===== config.mk =====
export PLATFORM = sky130hd
export DESIGN_NAME = typed_compare_to_bitmap_top
export DESIGN_NICKNAME = d
export VERILOG_FILES = /design/src/rtl/tcb_pkg.sv /design/src/rtl/tcb_compare.sv /design/src/rtl/typed_compare_to_bitmap_top.sv
export SDC_FILE = /design/constraint.sdc
export NUM_CORES = 1
export LEC_CHECK = 0
export BUFFER_PORTS_ARGS = -buffer_cell sky130_fd_sc_hd__buf_2
export CORE_ASPECT_RATIO = 1.2
export CORE_MARGIN = 5
export CORE_UTILIZATION = 30
export DETAILED_ROUTE_END_ITERATION = 10
export SETUP_SLACK_MARGIN = 0.2
export SLEW_MARGIN = 5
export SYNTH_ARGS = -nofsm -noshare
export SYNTH_HDL_FRONTEND = slang
export SYNTH_SLANG_ARGS = --single-unit
export TNS_END_PERCENT = 1

===== constraint.sdc =====
create_clock -name clk_i -period 5.2 [get_ports clk_i]
set_input_delay 0.52 -clock clk_i [delete_from_list [all_inputs] [get_ports clk_i]]
set_output_delay 0.52 -clock clk_i [all_outputs]
set_load 0.005 [all_outputs]

===== src/rtl/tcb_pkg.sv =====
package tcb_pkg;

  typedef enum logic [3:0] {
    ELEM_U8  = 4'd0,
    ELEM_S8  = 4'd1,
    ELEM_U16 = 4'd2,
    ELEM_S16 = 4'd3,
    ELEM_U32 = 4'd4,
    ELEM_S32 = 4'd5,
    ELEM_U64 = 4'd6,
    ELEM_S64 = 4'd7,
    ELEM_F32 = 4'd8,
    ELEM_F64 = 4'd9
  } elem_type_e;

  typedef enum logic [1:0] {
    OP_EQ = 2'd0,
    OP_NE = 2'd1,
    OP_GT = 2'd2,
    OP_GE = 2'd3
  } cmp_op_e;

  typedef enum logic [1:0] {
    MODE_BOTH     = 2'd0,
    MODE_R_SCALAR = 2'd1,
    MODE_L_SCALAR = 2'd2
  } operand_mode_e;

  localparam logic [2:0] REG_ELEM_TYPE    = 3'd0;
  localparam logic [2:0] REG_CMP_OP       = 3'd1;
  localparam logic [2:0] REG_OPERAND_MODE = 3'd2;
  localparam logic [2:0] REG_SCALAR_VALUE = 3'd3;
  localparam logic [2:0] REG_START_BIT    = 3'd4;

  // Compare settings handed to the compare unit
  typedef struct packed {
    logic [3:0] elem_type;
    logic [1:0] cmp_op;
  } cmp_cfg_t;

endpackage


===== src/rtl/tcb_compare.sv =====
module tcb_compare (
  input  tcb_pkg::cmp_cfg_t cfg_i,
  input  logic [63:0]       a_i,
  input  logic [63:0]       b_i,
  output logic              res_o
);

  logic [63:0] ka, kb;
  logic        eq, gt;
  logic        f_dbl, a_nan, b_nan, both_zero, a_neg, b_neg;
  logic [62:0] a_mag, b_mag;

  // Order-preserving keys for integer types
  always_comb begin
    ka = a_i;
    kb = b_i;
    case (cfg_i.elem_type)
      tcb_pkg::ELEM_U8:  begin ka = {56'd0, a_i[7:0]}; kb = {56'd0, b_i[7:0]}; end
      tcb_pkg::ELEM_S8:  begin
        ka = {56'd0, ~a_i[7], a_i[6:0]}; kb = {56'd0, ~b_i[7], b_i[6:0]};
      end
      tcb_pkg::ELEM_U16: begin ka = {48'd0, a_i[15:0]}; kb = {48'd0, b_i[15:0]}; end
      tcb_pkg::ELEM_S16: begin
        ka = {48'd0, ~a_i[15], a_i[14:0]}; kb = {48'd0, ~b_i[15], b_i[14:0]};
      end
      tcb_pkg::ELEM_U32: begin ka = {32'd0, a_i[31:0]}; kb = {32'd0, b_i[31:0]}; end
      tcb_pkg::ELEM_S32: begin
        ka = {32'd0, ~a_i[31], a_i[30:0]}; kb = {32'd0, ~b_i[31], b_i[30:0]};
      end
      tcb_pkg::ELEM_S64: begin
        ka = {~a_i[63], a_i[62:0]}; kb = {~b_i[63], b_i[62:0]};
      end
      default: ;
    endcase
  end

  // Float fields: sign and magnitude, single moved into the same layout
  always_comb begin
    f_dbl = (cfg_i.elem_type == tcb_pkg::ELEM_F64);
    if (f_dbl) begin
      a_neg = a_i[63]; b_neg = b_i[63];
      a_mag = a_i[62:0]; b_mag = b_i[62:0];
      a_nan = (a_i[62:52] == 11'h7ff) && (a_i[51:0] != 52'd0);
      b_nan = (b_i[62:52] == 11'h7ff) && (b_i[51:0] != 52'd0);
    end else begin
      a_neg = a_i[31]; b_neg = b_i[31];
      a_mag = {32'd0, a_i[30:0]}; b_mag = {32'd0, b_i[30:0]};
      a_nan = (a_i[30:23] == 8'hff) && (a_i[22:0] != 23'd0);
      b_nan = (b_i[30:23] == 8'hff) && (b_i[22:0] != 23'd0);
    end
    both_zero = (a_mag == 63'd0) && (b_mag == 63'd0);
  end

  // Equal and greater for the selected type
  always_comb begin
    if (cfg_i.elem_type == tcb_pkg::ELEM_F32 || cfg_i.elem_type == tcb_pkg::ELEM_F64) begin
      if (a_nan || b_nan) begin
        eq = 1'b0; gt = 1'b0;
      end else if (both_zero) begin
        eq = 1'b1; gt = 1'b0;
      end else begin
        eq = (a_neg == b_neg) && (a_mag == b_mag);
        if (a_neg != b_neg) gt = b_neg;
        else if (a_neg)     gt = a_mag < b_mag;
        else                gt = a_mag > b_mag;
      end
    end else begin
      eq = (ka == kb);
      gt = (ka > kb);
    end
  end

  // Apply the test
  always_comb begin
    case (cfg_i.cmp_op)
      tcb_pkg::OP_EQ: res_o = eq;
      tcb_pkg::OP_NE: res_o = ~eq;
      tcb_pkg::OP_GT: res_o = gt;
      default:        res_o = gt | eq;
    endcase
  end

endmodule


===== src/rtl/typed_compare_to_bitmap_top.sv =====
// Typed compare-to-bitmap packer. Each input transaction carries two raw
// 64-bit elements compared as the configured type (u/s 8..64, f32, f64 with
// IEEE NaN and signed-zero rules); one result bit per element is packed LSB
// first into bytes, starting at start_bit for an array's first element. A
// byte leaves when bit 7 is filled or at the element marked tlast, with a mask
// of valid bits. One element is taken every cycle unless a byte must leave
// while the output register still holds an untaken byte: the compare and
// bit insert sit between the input register and the packing register, and
// the output register is refilled while its byte is being taken.
module typed_compare_to_bitmap_top (
  input  logic         clk_i,
  input  logic         rst_ni,
  input  logic         cfg_we_i,
  input  logic [2:0]   cfg_idx_i,
  input  logic [63:0]  cfg_data_i,
  input  logic         s_axis_tvalid,
  output logic         s_axis_tready,
  input  logic [127:0] s_axis_tdata,  // left_value[63:0], right_value[127:64]
  input  logic         s_axis_tlast,  // last_item
  output logic         m_axis_tvalid,
  input  logic         m_axis_tready,
  output logic [15:0]  m_axis_tdata,  // bitmap_byte[7:0], bit_mask[15:8]
  output logic         m_axis_tlast   // last_byte
);

  logic [3:0]  elem_type_q;
  logic [1:0]  cmp_op_q, operand_mode_q;
  logic [63:0] scalar_q;
  logic [2:0]  start_bit_q;

  // Configuration registers
  always_ff @(posedge clk_i or negedge rst_ni) begin
    if (!rst_ni) begin
      elem_type_q <= '0; cmp_op_q <= '0; operand_mode_q <= '0;
      scalar_q <= '0; start_bit_q <= '0;
    end else if (cfg_we_i) begin
      case (cfg_idx_i)
        tcb_pkg::REG_ELEM_TYPE:    elem_type_q    <= cfg_data_i[3:0];
        tcb_pkg::REG_CMP_OP:       cmp_op_q       <= cfg_data_i[1:0];
        tcb_pkg::REG_OPERAND_MODE: operand_mode_q <= cfg_data_i[1:0];
        tcb_pkg::REG_SCALAR_VALUE: scalar_q       <= cfg_data_i;
        tcb_pkg::REG_START_BIT:    start_bit_q    <= cfg_data_i[2:0];
        default: ;
      endcase
    end
  end

  // Stage 1: input register
  logic        in_vld_q, in_last_q;
  logic [63:0] in_a_q, in_b_q;
  logic        adv;
  logic        out_vld_q, out_last_q;
  logic [7:0]  out_byte_q, out_mask_q;
  logic        emit;

  // Stage 2 can always move unless a byte must leave into a full output reg
  assign adv = ~(in_vld_q & emit & out_vld_q & ~m_axis_tready);
  assign s_axis_tready = adv;

  always_ff @(posedge clk_i or negedge rst_ni) begin
    if (!rst_ni) in_vld_q <= 1'b0;
    else if (adv) in_vld_q <= s_axis_tvalid;
  end

  always_ff @(posedge clk_i) begin
    if (adv && s_axis_tvalid) begin
      in_a_q    <= s_axis_tdata[63:0];
      in_b_q    <= s_axis_tdata[127:64];
      in_last_q <= s_axis_tlast;
    end
  end

  // Operand select and compare
  logic [63:0]       opa, opb;
  logic              res;
  tcb_pkg::cmp_cfg_t ccfg;

  always_comb begin
    opa = in_a_q;
    opb = in_b_q;
    case (operand_mode_q)
      tcb_pkg::MODE_R_SCALAR: opb = scalar_q;
      tcb_pkg::MODE_L_SCALAR: opa = scalar_q;
      default: ;
    endcase
    ccfg.elem_type = elem_type_q;
    ccfg.cmp_op    = cmp_op_q;
  end

  tcb_compare u_cmp (.cfg_i(ccfg), .a_i(opa), .b_i(opb), .res_o(res));

  // Bit insert into the partial byte
  logic [7:0] part_q, vbits_q, part_cur, vbits_cur, onehot;
  logic [2:0] pos_q, pos_cur;
  logic       mid_q;

  always_comb begin
    pos_cur   = mid_q ? pos_q : start_bit_q;
    part_cur  = mid_q ? part_q : 8'd0;
    vbits_cur = mid_q ? vbits_q : 8'd0;
    onehot    = 8'd1 << pos_cur;
    part_cur  = res ? (part_cur | onehot) : part_cur;
    vbits_cur = vbits_cur | onehot;
    emit      = (pos_cur == 3'd7) | in_last_q;
  end

  always_ff @(posedge clk_i or negedge rst_ni) begin
    if (!rst_ni) begin
      part_q <= '0; vbits_q <= '0; pos_q <= '0; mid_q <= 1'b0;
    end else if (in_vld_q && adv) begin
      if (emit) begin
        part_q <= '0; vbits_q <= '0; pos_q <= '0; mid_q <= ~in_last_q;
      end else begin
        part_q <= part_cur; vbits_q <= vbits_cur;
        pos_q <= pos_cur + 3'd1; mid_q <= 1'b1;
      end
    end
  end

  // Output register
  always_ff @(posedge clk_i or negedge rst_ni) begin
    if (!rst_ni) out_vld_q <= 1'b0;
    else if (in_vld_q && adv && emit) out_vld_q <= 1'b1;
    else if (m_axis_tready) out_vld_q <= 1'b0;
  end

  always_ff @(posedge clk_i) begin
    if (in_vld_q && adv && emit) begin
      out_byte_q <= part_cur;
      out_mask_q <= vbits_cur;
      out_last_q <= in_last_q;
    end
  end

  assign m_axis_tvalid = out_vld_q;
  assign m_axis_tdata  = {out_mask_q, out_byte_q};
  assign m_axis_tlast  = out_last_q;

endmodule


# After elaboration in Yosys (flattened, before gate mapping)
# Cells that the tools add are included.
classes:
  magnitude_cmp: 3
  mux: 29
  shift: 1
  n_eq_ne: 25
  reduce_logical: 26
  bitwise: 19
  add_sub_neg: 1
ops:
  columns: ["cell", "count"]
  rows:
  - ["64-bit one-hot mux with 7 select lines", 2]
  - ["64-bit 2-to-1 mux", 2]
  - ["63-bit zero test", 2]
  - ["63-bit 2-to-1 mux", 2]
  - ["52-bit nonzero test", 2]
  - ["64-bit equality test", 1]
  - ["64-bit > comparator", 1]
  - ["63-bit equality test", 1]
  - ["63-bit > comparator", 1]
  - ["63-bit less-than comparator", 1]
  - ["23-bit nonzero test", 2]
  - ["8-bit 2-to-1 mux", 5]
  - ["11-bit equality test, second input constant", 2]
  - ["8-bit equality test, second input constant", 2]
  - ["8-bit OR", 2]
  - ["1-bit 2-to-1 mux", 15]
  - ["4-bit by 3-bit equality test with 1-bit output, second input constant", 3]
  - ["1-bit inverter", 12]
  - ["2-bit AND reduction", 5]
  - ["1-bit logical AND", 9]
  - ["4-bit by 2-bit equality test with 1-bit output, second input constant", 2]
  - ["4-bit equality test, second input constant", 2]
  - ["1-bit by 3-bit left shift with 8-bit output, first input constant", 1]
  - ["3-bit by 2-bit equality test with 1-bit output, second input constant", 2]
  - ["17 further kinds", 25]
word_totals:
  inputBits: 201
  output_inout_bits: 19
  regBits: 243
  elab_cells: 121

# Logic depth before layout (Yosys ltp)
# Gate-level depths: netlist (run 1).
logic_depth:
  ltp_word: 13
  mapped_depth: 18
  mapped_depth_nobuf: 15

# Cells and area by module
# Synthesis (run 1) repeated with hierarchy kept, for this count alone.
hier_totals:
  cells_unflattened: 1192
  area_unflattened_um2: 14243.7
modules_own_cells:
  columns: ["module", "area_per_inst_um2", "cells_each", "instances", "seq_area_each_um2"]
  rows:
  - ["typed_compare_to_bitmap_top", 9923.3, 558, 1, 6811.5]
  - ["tcb_compare", 4320.4, 634, 1, 0.0]

# Worst setup path after synthesis (run 1)
# Ideal clock, no wire load.
synth_path:
  path_type: "reg2reg"
  from: "register mid_q"
  to: "register in_a_q[0], enable pin"
  path_stages_with_launch: 9
  n_path_buf: 1
  arrival_time_ps: 4836
  setup_ps: 503
  required_time_ps: 4697
  path_slack_ps: -139
  synth_period_minus_slack_ps: 5339
  cell_sequence: "dfrtp_1 -> clkbuf_1 -> mux2i_1 -> inv_1 -> ha_1 -> ha_1 -> o21ai_0 -> or2_2 -> and2_1"
synth_between:
  elab_chain_cells: 8
synth_lines:
  columns: ["element", "line", "rtl"]
  rows:
  - ["start: declaration", "typed_compare_to_bitmap_top.sv:95", "logic mid_q;"]
  - ["start signal: assignment", "typed_compare_to_bitmap_top.sv:109", "part_q <= '0; vbits_q <= '0; pos_q <= '0; mid_q <= 1'b0;"]
  - ["start signal: assignment", "typed_compare_to_bitmap_top.sv:112", "part_q <= '0; vbits_q <= '0; pos_q <= '0; mid_q <= ~in_last_q;"]
  - ["start signal: assignment", "typed_compare_to_bitmap_top.sv:115", "pos_q <= pos_cur + 3'd1; mid_q <= 1'b1;"]
  - ["3-bit 2-to-1 mux", "typed_compare_to_bitmap_top.sv:98", "pos_cur = mid_q ? pos_q : start_bit_q;"]
  - ["3-bit equality test", "typed_compare_to_bitmap_top.sv:104", "emit = (pos_cur == 3'd7) | in_last_q;"]
  - ["1-bit OR", "typed_compare_to_bitmap_top.sv:104", null]
  - ["1-bit bitwise AND (3 in series)", "typed_compare_to_bitmap_top.sv:57", "assign adv = ~(in_vld_q & emit & out_vld_q & ~m_axis_tready);"]
  - ["1-bit inverter", "typed_compare_to_bitmap_top.sv:57", null]
  - ["named net s_axis_tready", "typed_compare_to_bitmap_top.sv:17", "output logic s_axis_tready,"]
  - ["1-bit logical AND", "typed_compare_to_bitmap_top.sv:66", "if (adv && s_axis_tvalid) begin"]
  - ["end signal: assignment", "typed_compare_to_bitmap_top.sv:67", "in_a_q <= s_axis_tdata[63:0];"]
  - ["end: declaration", "typed_compare_to_bitmap_top.sv:50", "logic [63:0] in_a_q, in_b_q;"]
# The timed path passes the listed nets, and every way through them passes these cells.
# A chain may end at the register's enable or synchronous reset.

# Worst setup path after layout (run 1)
layout_path:
  from: "register operand_mode_q[1]"
  to: "register out_byte_q[4] (data pin)"
layout_between:
  elab_chain_cells: 12
  elab_cells_between_ends: 56
  classes_between: "order compare (3); eq/ne (10); mux (20); bitwise (10); reduce/logical (13)"
layout_lines:
  columns: ["element", "line", "rtl"]
  rows:
  - ["start: declaration", "typed_compare_to_bitmap_top.sv:27", "logic [1:0] cmp_op_q, operand_mode_q;"]
  - ["start signal: assignment", "typed_compare_to_bitmap_top.sv:40", "tcb_pkg::REG_OPERAND_MODE: operand_mode_q <= cfg_data_i[1:0];"]
  - ["2-bit equality test / 2-bit by 1-bit equality test with 1-bit output (equally long branches)", "typed_compare_to_bitmap_top.sv:81", "case (operand_mode_q)"]
  - ["64-bit 2-to-1 mux", "typed_compare_to_bitmap_top.sv:81", null]
  - ["63-bit 2-to-1 mux", "tcb_compare.sv:40", "if (f_dbl) begin"]
  - ["63-bit > comparator / 63-bit less-than comparator (equally long branches)", "tcb_compare.sv:65, tcb_compare.sv:64", null]
  - ["1-bit 2-to-1 mux", "tcb_compare.sv:64", "else if (a_neg) gt = a_mag < b_mag;"]
  - ["1-bit 2-to-1 mux", "tcb_compare.sv:63", "if (a_neg != b_neg) gt = b_neg;"]
  - ["1-bit 2-to-1 mux", "tcb_compare.sv:59", "end else if (both_zero) begin"]
  - ["1-bit 2-to-1 mux", "tcb_compare.sv:57", "if (a_nan || b_nan) begin"]
  - ["1-bit 2-to-1 mux", "tcb_compare.sv:56", "if (cfg_i.elem_type == tcb_pkg::ELEM_F32 || cfg_i.elem_type == tcb_pkg::ELEM_F64) begin"]
  - ["1-bit OR", "tcb_compare.sv:79", "default: res_o = gt | eq;"]
  - ["1-bit one-hot mux with 3 select lines (*)", "tcb_compare.sv:75", "case (cfg_i.cmp_op)"]
  - ["8-bit 2-to-1 mux (*)", "typed_compare_to_bitmap_top.sv:102", "part_cur = res ? (part_cur | onehot) : part_cur;"]
  - ["named net part_cur[4]", "typed_compare_to_bitmap_top.sv:93", "logic [7:0] part_q, vbits_q, part_cur, vbits_cur, onehot;"]
  - ["end signal: assignment", "typed_compare_to_bitmap_top.sv:129", "out_byte_q <= part_cur;"]
  - ["end: declaration", "typed_compare_to_bitmap_top.sv:53", "logic [7:0] out_byte_q, out_mask_q;"]
# Mark *: on every way through the listed nets, which the timed path passes. The rest lies on a longest branch.

==> results of run 1 <==
## logic make-up after synthesis
kind of cell               count (synthesis)  synth area share [%]
adders and majority gates                125                  10.6
muxes                                    189                  13.4
xor gates and xnor gates                   4                 0.237
buffers and inverters                     73                  2.09
DFF                                      243                  46.1
and+or+nand+nor                          530                  18.4
AOI/OAI and AO/OA                        200                  9.17
## where the power goes
group	switching, mW	leakage [nW]	internal [mW]	total (mW)
sequential	0.298	2.61	2.30	2.60
clock	0.818	0.450	1.18	2.00
combinational	1.20	4.70	0.975	2.17
total	2.31	7.76	4.46	6.77
## metal layers
layer  share of wire (%)  up-vias  track usage [%]
met5               0.015        -                0
met4                 3.4        2             5.63
met3                 4.4       80             1.97
met2                  51      317             29.9
met1                  41     5632             20.4
li1                    -     5559                -
## worst reg2reg max path: stages (launching register included)
cell,delay (ps)
dfrtp_1,500
buf_4,220
nand2b_4,320
buf_4,320
mux2i_1,140
or2_2,280
ha_1,290
nand4_1,150
nor4_1,520
buf_4,210
nand3_1,160
nor4_1,210
buf_4,190
a311oi_1,60
o211ai_1,190
nor4_4,70
buf_4,200
a32oi_1,270
o21ai_2,80
## cells in the mapped netlist (all sizes together) (9+ instances only)
library cell,instances,share of area (%)
ha,125,11
a32oi,15,0.89
a21o,13,0.66
and2,13,0.55
nor4,54,2.4
clkbuf,39,0.99
edfxtp,146,30
nand3,21,0.71
nand2b,36,1.5
nand4,39,1.7
or2,55,2.3
a211oi,9,0.46
inv,15,0.38
nand2,159,4.0
buf,19,0.72
mux2,76,5.8
dfrtp,97,16
nor3,13,0.44
mux2i,113,7.7
o21ai,51,2.0
a21oi,60,2.0
nor2,104,2.7
## layout make-up
type | instances | area share (%)
clock inverters | 17 | 1.09
flip-flops and latches | 243 | 38.4
repair buffers | 250 | 7.95
inverters | 15 | 0.318
multi-input cells | 1048 | 43.5
well taps | 637 | 4.50
clock buffers | 32 | 4.21
## flip-flops by register name (all words and copies together) (netlist names)
signal	count
cmp_op_q	2
elem_type_q	4
in_a_q	64
in_b_q	64
in_last_q	1
in_vld_q	1
m_axis_tlast	1
m_axis_tvalid	1
mid_q	1
operand_mode_q	2
out_byte_q	8
out_mask_q	8
part_q	8
pos_q	3
scalar_q	64
start_bit_q	3
vbits_q	8
## repair_timing
action,CTS,global route
hold buffers,1,0
endpoints found under the hold margin,18,0
setup buffers,0,2
gates resized for setup,0,0
setup endpoints to repair,0,12
## final timing paths
check,depth (start not counted),slack (ps),start,end
setup / recovery,18,560,operand_mode_q[1],out_byte_q[4]
hold / removal,1,140,s_axis_tdata[70],in_b_q[6]
setup reg to reg,18,560,operand_mode_q[1],out_byte_q[4]
hold reg to reg,1,490,vbits_q[7],vbits_q[7]
max in group asynchronous,3,3400,rst_ni,pos_q[0]
min in group asynchronous,2,540,rst_ni,vbits_q[4]
## cells in the final DEF, fill, tap and decap left out, types with 8 or more instances in the layout
cell         n
a211oi_1     9
a21o_1      13
a21oi_1     59
a22o_1       8
a32oi_1     15
and2_1      12
buf_2      218
buf_4       25
clkbuf_16   28
dfrtp_1     97
edfxtp_1   146
ha_1       125
inv_1       15
mux2_2      76
mux2i_1    113
nand2_1    159
nand2b_1    34
nand3_1     21
nand4_1     39
nor2_1     103
nor3_1      13
nor4_1      52
o21ai_0     39
o21ai_2     11
or2_2       55
## metrics by stage
stage                     power (mW)  instance area [sq um]  utilization (%)  instances
after floorplan                 4.07                  14800                -       1364
after global placement          4.75                  16700             34.2       2190
after detailed placement        4.80                  16700             34.2       2190
after CTS                       6.85                  17700             36.1       2240
after global routing            7.22                  17700             36.2       2242
final                           6.77                  17700             36.2       2242
==> implementation parameters, run 1 <==
Parameter                              Value

Drt
  Post-route antenna net violation count ... 0
  Detailed-route wire length per cell ... 20.5 microns
  DRT Wirelength ... 46000 microns
  Number of vias per cell after detailed routing ... 5.17
  Number of iterations in the first detailed-routing pass ... 5
  Number of DRC violations after detailed-routing iteration 0 ... 737
  DRC ... 0
  Total number of vias ... 11600

Die
  DIE AREA ... 0.0538 sq mm
  Starting utilization of the core area ... 30.2%
  # rows ... 89
  I/O pin count ... 220
  Height of the die ... 253 microns
  Die Span X ... 213 microns
  Core area ... 0.0490 sq mm

Timing
  Final worst path period share ... 89.2%
  Max Slew Vio Count ... 0
  Upper clock frequency limit ... 0.215 GHz
  Max-slew headroom at the worst pin ... 38.2%
  Worst hold-check slack ... 142 ps
  Shortest clock period the worst path allows after layout ... 4640 ps
  Final hold vios ... 0
  Final sum of negative setup slack ... 0 ps
  Total of endpoints with negative setup slack in the final report ... 0
  Actual slew at the worst max-slew pin ... 926 ps
  RSZ-0062 raised after global routing ... no
  Slack of the critical path ... 559 ps
  Final clock skew ... 8.23 ps

Placed design
  Pre-CTS setup slack ... 387 ps
  Routability congestion estimate from global placement ... 0.887
  Port-buffer cells ... 219
  Hpwl dp ... 35900 microns

Yosys
  Number of synthesized flops with an enable pin ... 146
  Mean post-synth cell area ... 10.8 sq um
  Synth Flop Type ... edfxtp_1
  Ys async rst share ... 39.9%
  Number of distinct library cell variants in the gate-level netlist after synthesis ... 72
  Mapped Nets ... 1690
  Combined area of all synthesized cells ... 0.0148 sq mm
  Post-Synthesis Cells ... 1364
  Register bit total from synthesis ... 243
  Synth warnings ... 0
  Sequential cell area fraction in the yosys report ... 46.1%

CTS
  Post-CTS clock slew at the launch and capture registers of the worst setup and hold paths ... 70 ps
  Level count of the clock H-tree ... 1
  TritonCTS clock tree ... yes
  CTS buffer count ... 27
  Later-pin clock latency in the skew report ... 550 ps
  Number of clock sinks seen by CTS ... 243
  Clk Tree Root Cell ... clkbuf_16
  Longest Clk Path Bufs ... 3

Global route
  Maximum number of pins on one net before global-route repair ... 67
  Gr ovfl total ... 0
  Number of antenna violations at the first check in global routing ... 1
  Via count of the first global-routing pass ... 12000
  First-pass GRT wire length ... 69500 microns
  Tot GR Track Use ... 16.6%

Setup path
  Worst endpoint data arrival time ... 4930 ps
  Critical Path, Cell by Cell ... buf_4 -> nand2b_4 -> buf_4 -> mux2i_1 -> or2_2 -> ha_1 -> nand4_1 -> nor4_1 -> buf_4 -> nand3_1 -> nor4_1 -> buf_4 -> a311oi_1 -> o211ai_1 -> nor4_4 -> buf_4 -> a32oi_1 -> o21ai_2
  Required time at the worst-slack endpoint ... 5490 ps
  Crit Path Category ... flip-flop to flip-flop
  Sort of element at the start of the critical path ... flip-flop
  Critical path buffer and inverter count ... 5
  Cell type of the slowest stage on the worst timing path ... nor4_1
  Max Fanout on Critical Path ... 16
  Cell mode on critical path ... buf_4
  CP delay by family, top ... simple AND/OR/NAND/NOR gates
  Kind of end point of the critical path ... flip-flop
  Delay contributed by the slowest stage of the critical path ... 520 ps

Cells and area
  Diode insertion count for antenna repair ... 0
  Post-layout nets ... 1911
  Area added between synthesis and finish ... 19.9%
  Fraction of final layout cells sized beyond drive strength 1 ... 28.4%
  Multi-input gate area ... 0.00770 sq mm
  Area used by sequential logic in the layout ... 0.00681 sq mm
  Fill cells ... 4896

Pwr
  Cell leakage power ... 7.76 nW
  Power density over the cells ... 382 mW/mm^2
  Peak VDD IR ... 0.189 mV

Run status
  Outcome ... complete, no violations

Hold path
  Path type of the worst min-delay path ... primary input to flip-flop

Flow run
  Max-cap check violation count ... 0
(Power assumes the default switching activity.)
==> run 2: changes to the inputs <==
--- a/config.mk
+++ b/config.mk
@@ -14,5 +14,6 @@
 export SLEW_MARGIN = 5
 export SYNTH_ARGS = -nofsm -noshare
 export SYNTH_HDL_FRONTEND = slang
+export SYNTH_HIERARCHICAL = 1
 export SYNTH_SLANG_ARGS = --single-unit
 export TNS_END_PERCENT = 1
==> implementation parameters, run 2 <==
Parameter                              Value

CTS
  Later-pin clock latency in the skew report ... 560 ps (about the same)
  Hold Buf Count CTS ... 0 (-1)
  Number of clock sinks seen by CTS ... 243 (unchanged)
  Clk Tree Root Cell ... clkbuf_16
  CTS buffer count ... 27 (unchanged)
  TritonCTS clock tree ... yes
  Post-CTS clock slew at the launch and capture registers of the worst setup and hold paths ... 60 ps (about the same)
  Longest Clk Path Bufs ... 3 (unchanged)
  Level count of the clock H-tree ... 1 (unchanged)

Yosys
  Synth warnings ... 6 (+6)
  Combined area of all synthesized cells ... 0.0142 sq mm (-3.6%)
  Number of distinct library cell variants in the gate-level netlist after synthesis ... 64 (-11%)
  Mapped Nets ... 1519 (-10%)
  Most frequent cells after synthesis ... 206 x mux2_2, 146 x edfxtp_1, 126 x ha_1
  Register bit total from synthesis ... 243 (unchanged)
  Number of synthesized flops with an enable pin ... 146 (unchanged)
  Ys async rst share ... 39.9% (unchanged)
  Cell types occupying the most area after synthesis ... edfxtp_1 31%, dfrtp_1 17%, mux2_2 16%
  Synth Flop Type ... edfxtp_1
  Most instantiated library cell after synthesis ... mux2_2
  Post-Synthesis Cells ... 1192 (-13%)
  Mean post-synth cell area ... 11.9 sq um (+10%)
  Largest area contributor in the synthesized netlist ... edfxtp_1
  Top cell type's share of synthesized area ... 30.8% (+1.1 points)
  Sequential cell area fraction in the yosys report ... 47.8% (+1.7 points)

Global route
  Gr ovfl total ... 0 (unchanged)
  First-pass GRT wire length ... 61700 microns (-11%)
  Via count of the first global-routing pass ... 10700 (-11%)
  Tot GR Track Use ... 14.9% (-1.7 points)
  Number of antenna violations at the first check in global routing ... 2 (+1)
  Maximum number of pins on one net before global-route repair ... 69 (+3.0%)

Cells and area
  Area added between synthesis and finish ... 19.2%
  Fill cells ... 4680 (-4.4%)
  Commonest non-fill, non-tap cells in the layout ... 218 x buf_2, 206 x mux2_2, 146 x edfxtp_1, 126 x ha_1, 113 x nand2_1
  Most frequent standard cell in the layout excluding fill and tap cells ... buf_2
  Post-layout nets ... 1734 (-9.3%)
  Fraction of final layout cells sized beyond drive strength 1 ... 35.2% (+6.8 points)
  Core utilization of the finished layout ... 36.1% (-0.051 points)
  Top Registers ... in_a_q: 64 flops, in_b_q: 64 flops, scalar_q: 64 flops

Drt
  Post-route antenna net violation count ... 0 (unchanged)
  DRT Wirelength ... 39900 microns (-13%)
  DRC ... 0 (unchanged)
  Total number of vias ... 10300 (-12%)
  Number of DRC violations after detailed-routing iteration 0 ... 540 (-27%)
  Number of vias per cell after detailed routing ... 5.00 (-3.3%)
  Number of iterations in the first detailed-routing pass ... 5 (unchanged)
  Detailed-route wire length per cell ... 19.4 microns (-5.2%)

Timing
  Final sum of negative setup slack ... 0 ps (unchanged)
  Max-slew headroom at the worst pin ... 29.3% (-9.0 points)
  Slack of the critical path ... 455 ps (-104 ps)
  Upper clock frequency limit ... 0.211 GHz (-2.2%)
  RSZ-0062 raised after global routing ... no
  Final clock skew ... 31.3 ps (+23.1 ps)
  Total of endpoints with negative setup slack in the final report ... 0 (unchanged)
  Max Slew Vio Count ... 0 (unchanged)
  Actual slew at the worst max-slew pin ... 1060 ps (+134 ps)
  Final hold vios ... 0 (unchanged)
  Shortest clock period the worst path allows after layout ... 4740 ps (+104 ps)
  Final worst path period share ... 91.2% (+2.0 points)

Flow run
  Max-cap check violation count ... 0 (unchanged)

Setup path
  Kind of end point of the critical path ... flip-flop
  Launch point of the worst path ... operand_mode_q[0]
  Required time at the worst-slack endpoint ... 5700 ps (+210 ps)
  FF-to-FF setup slack ... 460 ps (-100 ps)
  Crit Path Category ... flip-flop to flip-flop
  Worst setup path end ... part_q[6]
  Register-to-Register Path Depth ... 16 (-2)
  Max Fanout on Critical Path ... 32 (+16)
  Worst endpoint data arrival time ... 5240 ps (+310 ps)
  FF-to-FF End ... part_q[6]
  Worst reg2reg startpoint ... operand_mode_q[0]
  Sort of element at the start of the critical path ... flip-flop

Placed design
  Port-buffer cells ... 219 (unchanged)
  Routability congestion estimate from global placement ... 0.876 (-1.3%)
  Pre-CTS setup slack ... 310 ps (-77.3 ps)
  Hpwl dp ... 30300 microns (-16%)

Die
  Starting utilization of the core area ... 30.3% (+0.12 points)
  Die Span X ... 209 microns (-1.7%)
  Height of the die ... 249 microns (-1.8%)
  DIE AREA ... 0.0520 sq mm (-3.5%)
  # rows ... 87 (-2.2%)
  Core area ... 0.0470 sq mm (-4.0%)
  I/O pin count ... 220 (unchanged)

Pwr
  Int Power ... 4.48 mW (+0.36%)
  Power dissipated by switching net loads ... 2.18 mW (-5.7%)
  Fraction of power consumed by the clock network ... 29.4% (about the same)
  Peak VDD IR ... 0.265 mV (+40%)
  Power density over the cells ... 392 mW/mm^2 (+2.6%)
  Switching power as a share of total power ... 32.8% (-1.4 points)
  Sequential group share of total power ... 37.1% (-1.3 points)
  Total power after layout ... 6.66 mW (-1.7%)
  Combinational group share of total power ... 33.5% (+1.4 points)
  Cell leakage power ... 7.22 nW (-7.0%)

Hold path
  Path type of the worst min-delay path ... primary input to async pin

Run status
  Outcome ... complete, no violations
==> run 2: cell count changes after synthesis, sizes merged, moves of 28 or more <==
cell,before,now
mux2,76,207
and2,13,88
nand2,159,113
nand2b,36,8
mux2i,113,9
or2,55,3
nor2,104,24
==> run 2: worst max-delay path: stages, from the launching register on <==
cell      delay (ps)
dfrtp_1          440
nor2b_4          170
buf_4            440
mux2_2           440
and2_1           150
ha_1             300
nand4_1          150
nor4_1           650
nand3_1          320
a41o_1           310
o211ai_1         120
mux2i_1          110
o211ai_1         300
buf_4            260
a31oi_1           90
o21ai_0          250
a22o_1           160
==> run 2: power by group through the flow <==
| stage | clock, mW | combinational, mW | sequential [mW] |
|---|---|---|---|
| floorplan | 0 | 1.61 | 2.44 |
| CTS | 2.03 | 2.25 | 2.47 |
| detailed placement | 0 | 2.23 | 2.51 |
| global placement | 0 | 2.16 | 2.50 |
| global route | 2.10 | 2.50 | 2.50 |
| finish | 1.96 | 2.23 | 2.47 |
==> run 2: final cells by class <==
type                    count  area (sq um)  share of cell area, %
clock inverters            22           228                   1.34
repair buffers            234          1250                   7.35
diodes                      1          2.50                 0.0147
clock buffers              28           679                   4.00
well taps                 623           779                   4.59
multi-input cells         860          7080                   41.7
flip-flops and latches    243          6810                   40.1
inverters                  41           154                  0.906
==> run 2: metrics by stage <==
step                area (sq um)  hold slack [ps]  cells
finish                     17000             78.0   2052
floorplan                  14300              224   1192
detailed placement         16100              476   2001
global route               17000             97.0   2051
CTS                        17000             84.1   2051
global placement           16100              473   2001
==> run 2: metal layers <==
metal  share of wire [%]  up-vias  global-route usage (%)
met4                 2.5        0                    3.84
met3                 4.6       61                    1.98
met1                  44     5028                    19.5
met2                  49      263                    25.9
met5                   0        -                       0
li1                    -     4903                       -
==> run 2: cells by family (layout without fill, tap and decap cells) <==
group | Yosys count | in the layout | synth area share (%)
simple gates | 361 | 361 | 13.8
flops | 243 | 243 | 47.8
mux | 216 | 216 | 17.0
compound gates | 154 | 154 | 7.35
fa+ha+maj | 126 | 126 | 11.1
buf+inv | 89 | 325 | 2.71
xor+xnor | 3 | 3 | 0.185
other cells | 0 | 1 | 0
==> run 2: worst min path at each step <==
stage          cells after the start              from  slack (ps)           end
2_1_floorplan                      0            rst_ni         220   cmp_op_q[0]
3_3_place_gp                       1        vbits_q[7]         470    vbits_q[7]
3_5_place_dp                       1        vbits_q[7]         480    vbits_q[7]
4_1_cts                            1  s_axis_tdata[12]          80    in_a_q[12]
5_1_grt                            1  s_axis_tdata[12]         100    in_a_q[12]
6_report                           1            rst_ni          80  scalar_q[16]
==> run 2: repair_timing <==
item | 4_1_cts | 5_1_grt
hold endpoints to repair | 0 | 0
resized for setup | 0 | 1
endpoints found under the setup margin | 0 | 2
setup buffers | 0 | 0
